--- config.mk ---
export PLATFORM = sky130hd
export DESIGN_NAME = touch_gesture_to_mouse
export DESIGN_NICKNAME = d
export VERILOG_FILES = /design/src/rtl/tgm_pkg.sv /design/src/rtl/tgm_ctrl.sv /design/src/rtl/tgm_datapath.sv /design/src/rtl/touch_gesture_to_mouse.sv
export SDC_FILE = /design/constraint.sdc
export NUM_CORES = 2
export LEC_CHECK = 0
export CORE_ASPECT_RATIO = 2
export CORE_MARGIN = 2
export CORE_UTILIZATION = 55
export DETAILED_ROUTE_END_ITERATION = 12
export DONT_BUFFER_PORTS = 1
export PLACE_DENSITY = 0.66
export SLEW_MARGIN = 20
export SYNTH_ARGS = -nofsm -noshare
export SYNTH_HDL_FRONTEND = slang
export SYNTH_SLANG_ARGS = --single-unit
--- constraint.sdc ---
create_clock -name clk -period 39.6 [get_ports clk]
set_input_delay 3.96 -clock clk [delete_from_list [all_inputs] [get_ports clk]]
set_output_delay 3.96 -clock clk [all_outputs]
set_load 0.01 [all_outputs]
--- src/rtl/tgm_pkg.sv ---
package tgm_pkg;

  localparam int FINGER_SLOTS  = 8;
  localparam int SCREEN_WIDTH  = 960;
  localparam int SCREEN_HEIGHT = 544;

  localparam int SLOT_W  = $clog2(FINGER_SLOTS);
  localparam int IDX_W   = $clog2(2 * FINGER_SLOTS);
  localparam int CNT_W   = $clog2(FINGER_SLOTS + 1);
  localparam int CTR_W   = (SLOT_W > 2) ? SLOT_W : 2;
  localparam int NRES    = 4;

  localparam int D_W     = 16 + 13;
  localparam int SQ_W    = 2 * D_W;
  localparam int SUM_W   = SQ_W + 1;
  localparam int PROD_W  = 18 + 14;

  localparam int REL_X_HI = (SCREEN_WIDTH < 1023) ? SCREEN_WIDTH : 1023;
  localparam int REL_X_LO = (SCREEN_WIDTH < 1024) ? -SCREEN_WIDTH : -1024;
  localparam int REL_Y_HI = (SCREEN_HEIGHT < 1023) ? SCREEN_HEIGHT : 1023;
  localparam int REL_Y_LO = (SCREEN_HEIGHT < 1024) ? -SCREEN_HEIGHT : -1024;

  localparam logic [1:0] ACT_DOWN   = 2'd0;
  localparam logic [1:0] ACT_UP     = 2'd1;
  localparam logic [1:0] ACT_MOTION = 2'd2;
  localparam logic [1:0] ACT_TICK   = 2'd3;

  localparam logic [1:0] K_PRESS   = 2'd0;
  localparam logic [1:0] K_RELEASE = 2'd1;
  localparam logic [1:0] K_MOTION  = 2'd2;

  localparam logic [1:0] DRAG_OFF   = 2'd0;
  localparam logic [1:0] DRAG_LEFT  = 2'd1;
  localparam logic [1:0] DRAG_RIGHT = 2'd2;

  localparam logic [1:0] REG_TAP_TIME = 2'd0;
  localparam logic [1:0] REG_TAP_DIST = 2'd1;
  localparam logic [1:0] REG_HOLD     = 2'd2;
  localparam logic [1:0] REG_REAR_EN  = 2'd3;

  typedef struct packed {
    logic             load;
    logic             scan;
    logic             old;
    logic             mul1;
    logic             mul2;
    logic             decide;
    logic             emit;
    logic [CTR_W-1:0] idx;
  } cmd_t;

endpackage

--- src/rtl/tgm_ctrl.sv ---
module tgm_ctrl import tgm_pkg::*; (
  input  logic clk,
  input  logic rst,
  input  logic start,
  output logic busy,
  output cmd_t cmd
);

  localparam logic [2:0] S_IDLE = 3'd0;
  localparam logic [2:0] S_SCAN = 3'd1;
  localparam logic [2:0] S_OLD  = 3'd2;
  localparam logic [2:0] S_MUL1 = 3'd3;
  localparam logic [2:0] S_MUL2 = 3'd4;
  localparam logic [2:0] S_DEC  = 3'd5;
  localparam logic [2:0] S_EMIT = 3'd6;

  logic [2:0]       state;
  logic [CTR_W-1:0] cnt;

  assign busy = (state != S_IDLE);

  always_comb begin
    cmd.load   = (state == S_IDLE) && start;
    cmd.scan   = (state == S_SCAN);
    cmd.old    = (state == S_OLD);
    cmd.mul1   = (state == S_MUL1);
    cmd.mul2   = (state == S_MUL2);
    cmd.decide = (state == S_DEC);
    cmd.emit   = (state == S_EMIT);
    cmd.idx    = cnt;
  end

  always_ff @(posedge clk) begin
    if (rst) begin
      state <= S_IDLE;
      cnt   <= '0;
    end else begin
      case (state)
        S_IDLE: begin
          cnt <= '0;
          if (start) state <= S_SCAN;
        end
        S_SCAN: begin
          if (cnt == CTR_W'(FINGER_SLOTS - 1)) begin
            cnt   <= '0;
            state <= S_OLD;
          end else cnt <= cnt + 1'b1;
        end
        S_OLD: begin
          if (cnt == CTR_W'(FINGER_SLOTS - 1)) begin
            cnt   <= '0;
            state <= S_MUL1;
          end else cnt <= cnt + 1'b1;
        end
        S_MUL1: state <= S_MUL2;
        S_MUL2: state <= S_DEC;
        S_DEC: begin
          cnt   <= '0;
          state <= S_EMIT;
        end
        S_EMIT: begin
          if (cnt == CTR_W'(NRES - 1)) begin
            cnt   <= '0;
            state <= S_IDLE;
          end else cnt <= cnt + 1'b1;
        end
        default: begin
          state <= S_IDLE;
          cnt   <= '0;
        end
      endcase
    end
  end

endmodule

--- src/rtl/tgm_datapath.sv ---
module tgm_datapath import tgm_pkg::*; (
  input  logic               clk,
  input  logic               rst,
  input  cmd_t               cmd,
  input  logic               cfg_write,
  input  logic [1:0]         cfg_index,
  input  logic [15:0]        cfg_data,
  input  logic [1:0]         action,
  input  logic               panel,
  input  logic [7:0]         finger_tag,
  input  logic [31:0]        event_time,
  input  logic [15:0]        touch_x,
  input  logic [15:0]        touch_y,
  input  logic signed [17:0] move_dx,
  input  logic signed [17:0] move_dy,
  input  logic signed [15:0] pointer_x,
  input  logic signed [15:0] pointer_y,
  output logic [1:0]         kind,
  output logic               button,
  output logic signed [15:0] pos_x,
  output logic signed [15:0] pos_y,
  output logic signed [10:0] rel_x,
  output logic signed [10:0] rel_y,
  output logic               last,
  output logic               result_strobe
);

  localparam int NS = 2 * FINGER_SLOTS;

  function automatic logic signed [15:0] sat16(input logic signed [16:0] v);
    if (v > 17'sd32767) return 16'sh7FFF;
    else if (v < -17'sd32768) return 16'sh8000;
    else return v[15:0];
  endfunction

  // configuration
  logic [15:0] tap_time;
  logic [7:0]  tap_dist;
  logic [15:0] hold_time;
  logic        rear_en;

  // latched item
  logic [1:0]         action_r;
  logic               panel_r;
  logic [7:0]         tag_r;
  logic [31:0]        time_r;
  logic [15:0]        tx_r, ty_r;
  logic signed [17:0] mdx_r, mdy_r;
  logic signed [15:0] px_r, py_r;
  logic               en_r;

  // slot table
  logic        slot_valid [NS];
  logic [7:0]  slot_finger [NS];
  logic [31:0] slot_time [NS];
  logic [15:0] slot_x [NS];
  logic [15:0] slot_y [NS];
  logic [1:0]  drag [2];
  logic [31:0] click_start [4];
  logic        click_pending [4];

  // scan results
  logic [CNT_W-1:0]  down_cnt, lng_cnt;
  logic              match_found, free_found, not_oldest;
  logic [SLOT_W-1:0] match_idx, free_idx;
  logic [31:0]       m_time;
  logic [15:0]       m_x, m_y;

  logic [D_W-1:0]           ex_r, ey_r;
  logic [SQ_W-1:0]          ex2_r, ey2_r;
  logic signed [PROD_W-1:0] prx_r, pry_r;
  logic signed [10:0]       rx_r, ry_r;
  logic signed [15:0]       mpos_x, mpos_y;

  logic [NRES-1:0] emask;
  logic [1:0]      e_kind [NRES];
  logic            e_btn [NRES];

  logic [SLOT_W-1:0] sc;
  logic [IDX_W-1:0]  base, sidx, midx, fidx;
  logic              rd_valid, rd_match;
  logic [31:0]       rd_time;

  assign sc   = cmd.idx[SLOT_W-1:0];
  assign base = panel_r ? IDX_W'(FINGER_SLOTS) : IDX_W'(0);
  assign sidx = base + IDX_W'(sc);
  assign midx = base + IDX_W'(match_idx);
  assign fidx = base + IDX_W'(free_idx);
  assign rd_valid = slot_valid[sidx];
  assign rd_match = rd_valid && (slot_finger[sidx] == tag_r);
  assign rd_time  = slot_time[sidx];

  // products and rel rounding
  logic [16:0] dfx, dfy;
  logic [15:0] adx, ady;
  logic signed [PROD_W-1:0] qx, qy;
  assign dfx = {1'b0, tx_r} - {1'b0, m_x};
  assign dfy = {1'b0, ty_r} - {1'b0, m_y};
  assign adx = dfx[16] ? 16'(-dfx) : dfx[15:0];
  assign ady = dfy[16] ? 16'(-dfy) : dfy[15:0];
  assign qx  = (prx_r + (prx_r[PROD_W-1] ? PROD_W'(65535) : PROD_W'(0))) >>> 16;
  assign qy  = (pry_r + (pry_r[PROD_W-1] ? PROD_W'(65535) : PROD_W'(0))) >>> 16;

  // decision
  logic [31:0]      dt_m;
  logic [15:0]      dsq;
  logic [SUM_W-1:0] d2, lim;
  logic             tap_ok, near, drag_go, oldest;
  logic [1:0]       drag_p;
  logic [NRES-1:0]  tick_rel;

  always_comb begin
    dt_m    = time_r - m_time;
    tap_ok  = dt_m <= {16'd0, tap_time};
    dsq     = tap_dist * tap_dist;
    lim     = SUM_W'({dsq, 32'd0});
    d2      = SUM_W'(ex2_r) + SUM_W'(ey2_r);
    near    = d2 < lim;
    drag_p  = drag[panel_r];
    drag_go = (down_cnt >= CNT_W'(2)) && (drag_p == DRAG_OFF) && (lng_cnt >= CNT_W'(2));
    oldest  = !((down_cnt > CNT_W'(1)) && match_found && not_oldest);
    for (int i = 0; i < NRES; i++)
      tick_rel[i] = click_pending[i] && ((time_r - click_start[i]) >= {16'd0, hold_time});
  end

  always_ff @(posedge clk) begin
    if (rst) begin
      tap_time  <= 16'd250;
      tap_dist  <= 8'd10;
      hold_time <= 16'd50;
      rear_en   <= 1'b0;
      emask     <= '0;
      for (int i = 0; i < NS; i++) slot_valid[i] <= 1'b0;
      for (int i = 0; i < 2; i++) drag[i] <= DRAG_OFF;
      for (int i = 0; i < NRES; i++) begin
        click_start[i]   <= '0;
        click_pending[i] <= 1'b0;
      end
    end else begin
      if (cfg_write) begin
        case (cfg_index)
          REG_TAP_TIME: tap_time  <= cfg_data;
          REG_TAP_DIST: tap_dist  <= cfg_data[7:0];
          REG_HOLD:     hold_time <= cfg_data;
          REG_REAR_EN:  rear_en   <= cfg_data[0];
          default: ;
        endcase
      end

      if (cmd.load) begin
        action_r    <= action;
        panel_r     <= panel;
        tag_r       <= finger_tag;
        time_r      <= event_time;
        tx_r        <= touch_x;
        ty_r        <= touch_y;
        mdx_r       <= move_dx;
        mdy_r       <= move_dy;
        px_r        <= pointer_x;
        py_r        <= pointer_y;
        en_r        <= (action != ACT_TICK) && (!panel || rear_en);
        emask       <= '0;
        down_cnt    <= '0;
        lng_cnt     <= '0;
        match_found <= 1'b0;
        free_found  <= 1'b0;
        not_oldest  <= 1'b0;
        m_time      <= '0;
        m_x         <= '0;
        m_y         <= '0;
      end

      if (cmd.scan) begin
        if (rd_valid) down_cnt <= down_cnt + 1'b1;
        if (rd_valid && ((time_r - rd_time) > {16'd0, tap_time})) lng_cnt <= lng_cnt + 1'b1;
        if (rd_match) begin
          match_found <= 1'b1;
          match_idx   <= sc;
          m_time      <= rd_time;
          m_x         <= slot_x[sidx];
          m_y         <= slot_y[sidx];
        end
        if (!free_found && (!rd_valid || rd_match)) begin
          free_found <= 1'b1;
          free_idx   <= sc;
        end
      end

      if (cmd.old) begin
        if ((sc != match_idx) && rd_valid && (rd_time < m_time)) not_oldest <= 1'b1;
      end

      if (cmd.mul1) begin
        ex_r  <= D_W'(adx) * D_W'(SCREEN_WIDTH);
        ey_r  <= D_W'(ady) * D_W'(SCREEN_HEIGHT);
        prx_r <= PROD_W'(mdx_r) * $signed(PROD_W'(SCREEN_WIDTH));
        pry_r <= PROD_W'(mdy_r) * $signed(PROD_W'(SCREEN_HEIGHT));
      end

      if (cmd.mul2) begin
        ex2_r <= SQ_W'(ex_r) * SQ_W'(ex_r);
        ey2_r <= SQ_W'(ey_r) * SQ_W'(ey_r);
        if (qx > REL_X_HI) rx_r <= 11'(REL_X_HI);
        else if (qx < REL_X_LO) rx_r <= 11'(REL_X_LO);
        else rx_r <= qx[10:0];
        if (qy > REL_Y_HI) ry_r <= 11'(REL_Y_HI);
        else if (qy < REL_Y_LO) ry_r <= 11'(REL_Y_LO);
        else ry_r <= qy[10:0];
      end

      if (cmd.decide) begin
        mpos_x <= sat16(17'(px_r) + 17'(rx_r));
        mpos_y <= sat16(17'(py_r) + 17'(ry_r));
        if (action_r == ACT_TICK) begin
          for (int i = 0; i < NRES; i++) begin
            e_kind[i] <= K_RELEASE;
            e_btn[i]  <= i[0];
            if (tick_rel[i]) begin
              click_pending[i] <= 1'b0;
              click_start[i]   <= '0;
            end
          end
          emask <= tick_rel;
        end else if (en_r) begin
          case (action_r)
            ACT_DOWN: begin
              if (match_found && !(free_found && (free_idx == match_idx)))
                slot_valid[midx] <= 1'b0;
              if (free_found) begin
                slot_valid[fidx]  <= 1'b1;
                slot_finger[fidx] <= tag_r;
                slot_time[fidx]   <= time_r;
                slot_x[fidx]      <= tx_r;
                slot_y[fidx]      <= ty_r;
              end
            end
            ACT_UP: begin
              if (match_found) begin
                slot_valid[midx] <= 1'b0;
                if (drag_p == DRAG_OFF) begin
                  if (tap_ok && near &&
                      (down_cnt == CNT_W'(1) || down_cnt == CNT_W'(2))) begin
                    click_start[{panel_r, down_cnt == CNT_W'(2)}]   <= time_r;
                    click_pending[{panel_r, down_cnt == CNT_W'(2)}] <= 1'b1;
                    e_kind[0] <= K_PRESS;
                    e_btn[0]  <= (down_cnt == CNT_W'(2));
                    emask     <= 4'b0001;
                  end
                end else if (down_cnt == CNT_W'(1)) begin
                  e_kind[0]     <= K_RELEASE;
                  e_btn[0]      <= (drag_p == DRAG_RIGHT);
                  emask         <= 4'b0001;
                  drag[panel_r] <= DRAG_OFF;
                end
              end
            end
            ACT_MOTION: begin
              if (down_cnt >= CNT_W'(1)) begin
                e_kind[0] <= K_MOTION;
                e_btn[0]  <= 1'b0;
                e_kind[1] <= K_PRESS;
                e_btn[1]  <= (lng_cnt != CNT_W'(2));
                emask     <= {2'b00, drag_go, oldest};
                if (drag_go)
                  drag[panel_r] <= (lng_cnt == CNT_W'(2)) ? DRAG_LEFT : DRAG_RIGHT;
              end
            end
            default: ;
          endcase
        end
      end
    end
  end

  logic [1:0]      e;
  logic [NRES-1:0] above;
  assign e     = cmd.idx[1:0];
  assign above = 4'b1110 << e;

  always_comb begin
    result_strobe = cmd.emit && emask[e];
    last          = ~|(emask & above);
    kind          = e_kind[e];
    button        = e_btn[e];
    if (e_kind[e] == K_MOTION) begin
      pos_x = mpos_x;
      pos_y = mpos_y;
      rel_x = rx_r;
      rel_y = ry_r;
    end else begin
      pos_x = px_r;
      pos_y = py_r;
      rel_x = '0;
      rel_y = '0;
    end
  end

endmodule

--- src/rtl/touch_gesture_to_mouse.sv ---
// Touch events to mouse button and pointer events.
// Input: an item is taken when start is high and busy is low. busy stays
// high until every result of that item has been presented.
// Output: each result is on kind/button/pos/rel/last for one cycle with
// result_strobe high; last marks the final result of an item. The receiver
// cannot stall, so no result is ever held.
// Sequence: each item runs one pass over the panel's slots for counts and
// the finger lookup, one pass for the oldest-finger compare, two multiply
// steps, a decide step and four result steps, in which results appear in
// order. The slot scans go through the single table read port.
// Configuration: cfg_write with cfg_index/cfg_data writes a register at
// once; write only while busy is low, the block does not enforce this.
// Reset: rst clears the slot table, drag modes and pending clicks and loads
// the register defaults; the block is ready as soon as rst is low.
module touch_gesture_to_mouse import tgm_pkg::*; (
  input  logic               clk,
  input  logic               rst,
  input  logic               start,
  output logic               busy,
  input  logic               cfg_write,
  input  logic [1:0]         cfg_index,
  input  logic [15:0]        cfg_data,
  input  logic [1:0]         action,
  input  logic               panel,
  input  logic [7:0]         finger_tag,
  input  logic [31:0]        event_time,
  input  logic [15:0]        touch_x,
  input  logic [15:0]        touch_y,
  input  logic signed [17:0] move_dx,
  input  logic signed [17:0] move_dy,
  input  logic signed [15:0] pointer_x,
  input  logic signed [15:0] pointer_y,
  output logic [1:0]         kind,
  output logic               button,
  output logic signed [15:0] pos_x,
  output logic signed [15:0] pos_y,
  output logic signed [10:0] rel_x,
  output logic signed [10:0] rel_y,
  output logic               last,
  output logic               result_strobe
);

  cmd_t cmd;

  tgm_ctrl u_ctrl (
    .clk   (clk),
    .rst   (rst),
    .start (start),
    .busy  (busy),
    .cmd   (cmd)
  );

  tgm_datapath u_dp (
    .clk           (clk),
    .rst           (rst),
    .cmd           (cmd),
    .cfg_write     (cfg_write),
    .cfg_index     (cfg_index),
    .cfg_data      (cfg_data),
    .action        (action),
    .panel         (panel),
    .finger_tag    (finger_tag),
    .event_time    (event_time),
    .touch_x       (touch_x),
    .touch_y       (touch_y),
    .move_dx       (move_dx),
    .move_dy       (move_dy),
    .pointer_x     (pointer_x),
    .pointer_y     (pointer_y),
    .kind          (kind),
    .button        (button),
    .pos_x         (pos_x),
    .pos_y         (pos_y),
    .rel_x         (rel_x),
    .rel_y         (rel_y),
    .last          (last),
    .result_strobe (result_strobe)
  );

`ifndef NO_ASSERTIONS
  a_strobe_busy: assert property (@(posedge clk) disable iff (rst)
    result_strobe |-> busy) else $error("result outside busy window");
  a_accept_busy: assert property (@(posedge clk) disable iff (rst)
    start && !busy |=> busy) else $error("accepted item did not raise busy");
  a_last_ends: assert property (@(posedge clk) disable iff (rst)
    result_strobe && last |=> !result_strobe) else $error("result after last");
`endif

endmodule

* After elaboration in Yosys (flattened, before gate mapping)
Memory sizes are Yosys's and may differ from the RTL's. A register that Yosys moved wholly into a read port is not among the register bits. Index checks and enable logic that the tools add are counted.
Storage, ports and cells: register bits 518, memory bits (writable) 1316, input port bits 165, output and inout port bits 60, logic and storage cells 379, memories kept 10
Memory list:
- u_dp.slot_time | depth 16, bits a word 32, rd ports 1, clocked after Yosys merged registers in 0, wr ports 1, line tgm_datapath.sv:55 | logic [31:0] slot_time [NS];
- u_dp.slot_x | depth 16, bits a word 16, rd ports 1, clocked after Yosys merged registers in 0, wr ports 1, line tgm_datapath.sv:56 | logic [15:0] slot_x [NS];
- u_dp.slot_y | depth 16, bits a word 16, rd ports 1, clocked after Yosys merged registers in 0, wr ports 1, line tgm_datapath.sv:57 | logic [15:0] slot_y [NS];
- u_dp.click_start | depth 4, bits a word 32, rd ports 4, clocked after Yosys merged registers in 0, wr ports 4, line tgm_datapath.sv:59 | logic [31:0] click_start [4];
- u_dp.slot_finger | depth 16, bits a word 8, rd ports 1, clocked after Yosys merged registers in 0, wr ports 1, line tgm_datapath.sv:54 | logic [7:0] slot_finger [NS];
- u_dp.slot_valid | depth 16, bits a word 1, rd ports 1, clocked after Yosys merged registers in 0, wr ports 16, line tgm_datapath.sv:53 | logic slot_valid [NS];
- 4 more memories
Cells by class: add/sub/neg operators 21, multipliers 7, magnitude comparators 21, eq/ne operators 28, shift-type cells 1, muxes and demuxes 176, bitwise logic cells 20, reductions and logical operators 55
Operators with widths (count):
- $mux W32 | 8
- $mux W16 | 14
- $sub A32 B32 Y32 | 6
- $ge A32 B16 Y1 | 4
- $mux W1 | 109
- $mux W4 | 18
- $add A32 B17 Y32 | 2
- $add A58 B58 Y59 | 1
- $lt A59 B48 Y1 | 1
- $mux W11 | 4
- $mul A21 B21 Y42 | 1
- $mul A20 B20 Y40 | 1
- $add A16 B11 Y17 | 2
- $gt A17 B16 Y1 const B | 2
- $lt A17 B16 Y1 const B | 2
- $sub A16 B16 Y17 | 2
- $gt A16 B11 Y1 const B | 2
- $gt A32 B16 Y1 | 1
- $le A32 B16 Y1 | 1
- $lt A16 B11 Y1 const B | 2
- $lt A32 B32 Y1 | 1
- $neg A16 Y16 | 2
- $reduce_or A32 Y1 | 1
- $mux W2 | 13
- other kinds (46) | 129

* Depth between registers and ports, before layout
depth after elaboration 16, gate-level depth with buffers 37, mapped depth without buffers 35

* By module
From an unflattened synthesis, not the netlist that was laid out.
Unflattened totals: cells, all modules 9358, area, all modules 117561.5 sq um
By module, submodules not included:
- tgm_datapath | instances 1, cells an instance 9302, area each 117101.1 sq um, sequential area each 53421.2 sq um
- tgm_ctrl | instances 1, cells an instance 56, area each 460.4 sq um, sequential area each 120.1 sq um

* Worst setup path after synthesis
OpenSTA, ideal clock, no wires.
path kind in2reg, start input rst, end register u_dp.ex2_r[12] (enable), library setup time 845 ps, arrival 14709 ps, required time 38755 ps, slack 24046 ps, stages on the path 3, buffers on the path 2, cell sequence clkbuf_1 > buf_1 > nor4b_1
On the way: cells in the longest elaborated chain, start to end 2
Ends and longest elaborated chain:
- start, declared | line touch_gesture_to_mouse.sv:17 | input logic rst,
- $not A1 Y1 (no line)
- $reduce_and A2 Y1 (no line)
- end signal, assigned | line tgm_datapath.sv:201 | ex2_r <= SQ_W'(ex_r) * SQ_W'(ex_r);
- end, declared | line tgm_datapath.sv:70 | logic [SQ_W-1:0] ex2_r, ey2_r;
No other way between the ends. A chain may end at the register's enable or synchronous reset.

==> flow_summary_export.csv <==
group,metric,value,unit
sta,finalCritPeriodShare,23.0,%
clock_tree,clk_path_buf_depth,4,
routing,highest_layer,"met5",
grt,grt_pass1_wl,435000,um
routing,drt_wl_total,281000,um
sta,rsz0062_at_grt,"false",
sta,slew_violations,0,
routing,routed-via-count,73100,
placed_design,preCtsSetupSlack,30.49,ns
job,drv_cap,0,
sta,min_period,9.10,ns
floorplan,rows,240,
finish,final_cell_mix,"edfxtp_1 (1733), inv_1 (1304), ha_1 (927)",
setup_path,cp.buffers_inverters,4,
finish,final_common_cell,"edfxtp_1",
finish,regArea,53600,um2
clock_tree,postCtsHoldBufs,0,
synthesis,syn-cell-area,118000,um2
synthesis,avgSynthCellArea,12.4,um2
sta,tightest_slew,1.11,ns
setup_path,r2r_setup_slack,30.50,ns
clock_tree,clock-root-buffer,"clkbuf_16",
setup_path,cp_top_family,"compound AO/OA/AOI/OAI gates",
placed_design,dp_hpwl,190000,um
grt,antenna_found_initial,21,
routing,wl_met3,19000,um
grt,track_usage,26.1,%
clock_tree,postCtsResizedCells,0,
setup_path,critical_path_class,"reg2reg",
clock_tree,clk_pin_slew,0.07,ns
routing,m1WireLength,117000,um
clock_tree,cts_tree,"yes",
power_and_ir_drop,sw_frac_of_total,26.3,%
power_and_ir_drop,leakage,50.5,nW
finish,num-fill-cells,16900,
sta,maxSlewHeadroom,25.7,%
placed_design,routabilityCongestion,0.924,
synthesis,ys.flop_type,"edfxtp_1",
grt,overflow,0,
setup_path,crit_arrival,9.60,ns
synthesis,synth_edf_count,1733,
setup_path,crit_slowest_cell,"nor3_4",
clock_tree,post_cts_buffers,0,
routing,drtPass1Iterations,6,
power_and_ir_drop,vdd_drop_max,46.4,uV
floorplan,die_h,658,um
setup_path,slowest_delay,0.80,ns
routing,ant_nets,0,
status,status,"completed",
synthesis,synth_seq_cells,1810,
routing,dr_wl_met2,136000,um
min_path,min_path_type,"reg2reg",
sta,fin_setup_tns,0,ns
power_and_ir_drop,p_int,3.41,mW
setup_path,start_kind,"flip-flop",
sta,finClkSkew,0.0726,ns
grt,grt_pass1_vias,74000,
clock_tree,cts_sinks,1810,
floorplan,ios,225,
routing,drc,0,
power_and_ir_drop,switchingPower,1.22,mW
power_and_ir_drop,power_frac_seq,46.9,%
clock_tree,clock_latency,0.86,ns
placed_design,portBuffers,0,
floorplan,die_area,218000,um2
power_and_ir_drop,power_density,36.7,nW/um2
synthesis,synthArstFlopShare,0,%
sta,hold_viol_final,0,
synthesis,ys_seq_area_share,45.6,%
finish,syn_to_final_growth,7.44,%
finish,multi_input_area,58000,um2
clock_tree,cts_made_buffers,169,
routing,vias_per_cell,5.90,
synthesis,synth_cell_type_count,103,
synthesis,synthCells,9463,
routing,first_iter_violations,6610,
setup_path,required,40.10,ns
sta,postLayoutSetupSlackWorst,30.50,ns
setup_path,cp_common_cell,"a21oi_1",
routing,detail_route.wl_per_cell,22.7,um
setup_path,endpoint_kind,"flip-flop",
sta,setup_viol_count_final,0,
floorplan,core,213000,um2
finish,nets,11300,
sta,fmax,110,MHz
floorplan,die_x,331,um
power_and_ir_drop,p_comb_share,18.6,%
grt,grt_max_degree,88,
power_and_ir_drop,p_clk_share,34.5,%
setup_path,critPathMaxFanout,33,
clock_tree,htree_levels,4,
synthesis,yosys_warnings,0,
floorplan,start_util,55.2,%
finish,drive_above_1_share,8.69,%
final cells by class:
type                       instances  area share (%)
inverter                        1308            3.90
clock inverter                    81           0.609
tap                             2783            2.76
clock buffer                     211            3.54
sequential                      1810            42.5
timing repair buffer             127           0.765
multi-input combinational       6069            46.0
antenna                           14          0.0278
flip-flops by register name, summed over array words and instances (netlist names), 18 cells and up, named ones only:
register and flops:
u_dp.slot_time 512, u_dp.slot_x 256, u_dp.slot_y 256, u_dp.click_start 128, u_dp.slot_finger 128, u_dp.ey2_r 40
u_dp.ex2_r 39, u_dp.m_time 32, u_dp.time_r 32, u_dp.pry_r 24, u_dp.prx_r 23, u_dp.ey_r 21
u_dp.ex_r 20, u_dp.mdx_r 18, u_dp.mdy_r 18
path summary, 6_finish.rpt:
check	cells past startpoint	endpoint	startpoint
worst min register to register	2	u_dp.hold_time[3]	u_dp.hold_time[3]
worst max-delay path	33	u_dp.click_start[2][7]	u_dp.tap_dist[4]
worst max register to register	33	u_dp.click_start[2][7]	u_dp.tap_dist[4]
worst min-delay path	2	u_dp.hold_time[3]	u_dp.hold_time[3]
worst reg2reg max path, delay by kind of cell (launching register included):
kind | cells | cell delay, ns
simple gates | 10 | 2.47
fa+ha+maj | 6 | 2.23
flops | 1 | 0.55
buf+inv | 4 | 0.54
compound gates | 12 | 2.78
xor+xnor | 1 | 0.18
synth_stat cells (21+ instances only):
| master | n | area share (%) |
|---|---|---|
| nor4_1 | 31 | 0.17 |
| nand4_1 | 60 | 0.32 |
| and2_1 | 376 | 2.0 |
| o21bai_1 | 69 | 0.44 |
| a31oi_1 | 37 | 0.20 |
| nor3b_1 | 23 | 0.15 |
| a21oi_1 | 433 | 1.8 |
| buf_1 | 25 | 0.080 |
| o21a_1 | 70 | 0.45 |
| dfxtp_1 | 77 | 1.3 |
| o21ai_0 | 285 | 1.2 |
| nor2b_1 | 75 | 0.40 |
| mux2i_1 | 55 | 0.47 |
| nor3_1 | 82 | 0.35 |
| nand3_1 | 123 | 0.52 |
| mux2_2 | 44 | 0.42 |
| inv_1 | 1305 | 4.2 |
| o31ai_1 | 55 | 0.35 |
| mux4_2 | 335 | 6.4 |
| nand2_1 | 616 | 2.0 |
| a21o_1 | 231 | 1.5 |
| a211oi_1 | 48 | 0.31 |
| o211ai_1 | 56 | 0.36 |
| buf_2 | 32 | 0.14 |
| or2_2 | 28 | 0.15 |
| a211o_1 | 21 | 0.16 |
| nand2b_1 | 59 | 0.31 |
| and3_1 | 54 | 0.29 |
| ha_1 | 927 | 9.9 |
| fa_1 | 686 | 12 |
| or3_1 | 44 | 0.23 |
| clkbuf_1 | 207 | 0.66 |
| xor2_1 | 130 | 0.97 |
| edfxtp_1 | 1733 | 44 |
| nor2_1 | 442 | 1.4 |
| xnor2_1 | 275 | 2.0 |
power by group through the flow:
stage	Clock, mW	Sequential [mW]	Combinational (mW)
2_1_floorplan	0	2.21	0.679
3_3_place_gp	0	2.21	0.846
3_5_place_dp	0	2.22	0.858
4_1_cts	1.63	2.17	0.865
5_1_grt	1.70	2.18	0.982
6_report	1.60	2.17	0.861
layer usage:
layer	GRT usage, %	up-vias
li1	-	33700
met1	36.1	36600
met2	43.0	2409
met3	3.38	438
met4	8.53	4
met5	0	-
kinds of logic (layout without fill, tap and decap cells):
kind of cell | Yosys count | count (layout) | synth area share [%]
multiplexers | 434 | 434 | 7.31
AND/OR/NAND/NOR | 2081 | 2081 | 8.81
adder cells (fa/ha/maj) | 1613 | 1613 | 21.6
flip-flops | 1810 | 1810 | 45.6
AO/OA/AOI/OAI | 1533 | 1533 | 8.51
XOR/XNOR | 406 | 406 | 3.03
buffers and inverters | 1585 | 1727 | 5.18
other | 1 | 16 | 0.00319
per-stage QoR:
step	std cells	hold slack [ns]	power, mW	instance area, um2	util [%]
floorplan	9464	0.411	2.89	118000	-
global placement	12100	0.427	3.06	121000	56.8
detailed placement	12100	0.443	3.07	121000	56.8
CTS	12400	0.454	4.67	126000	59.3
global route	12400	0.472	4.86	126000	59.3
finish	12400	0.455	4.63	126000	59.3
(Power assumes the default switching activity.)
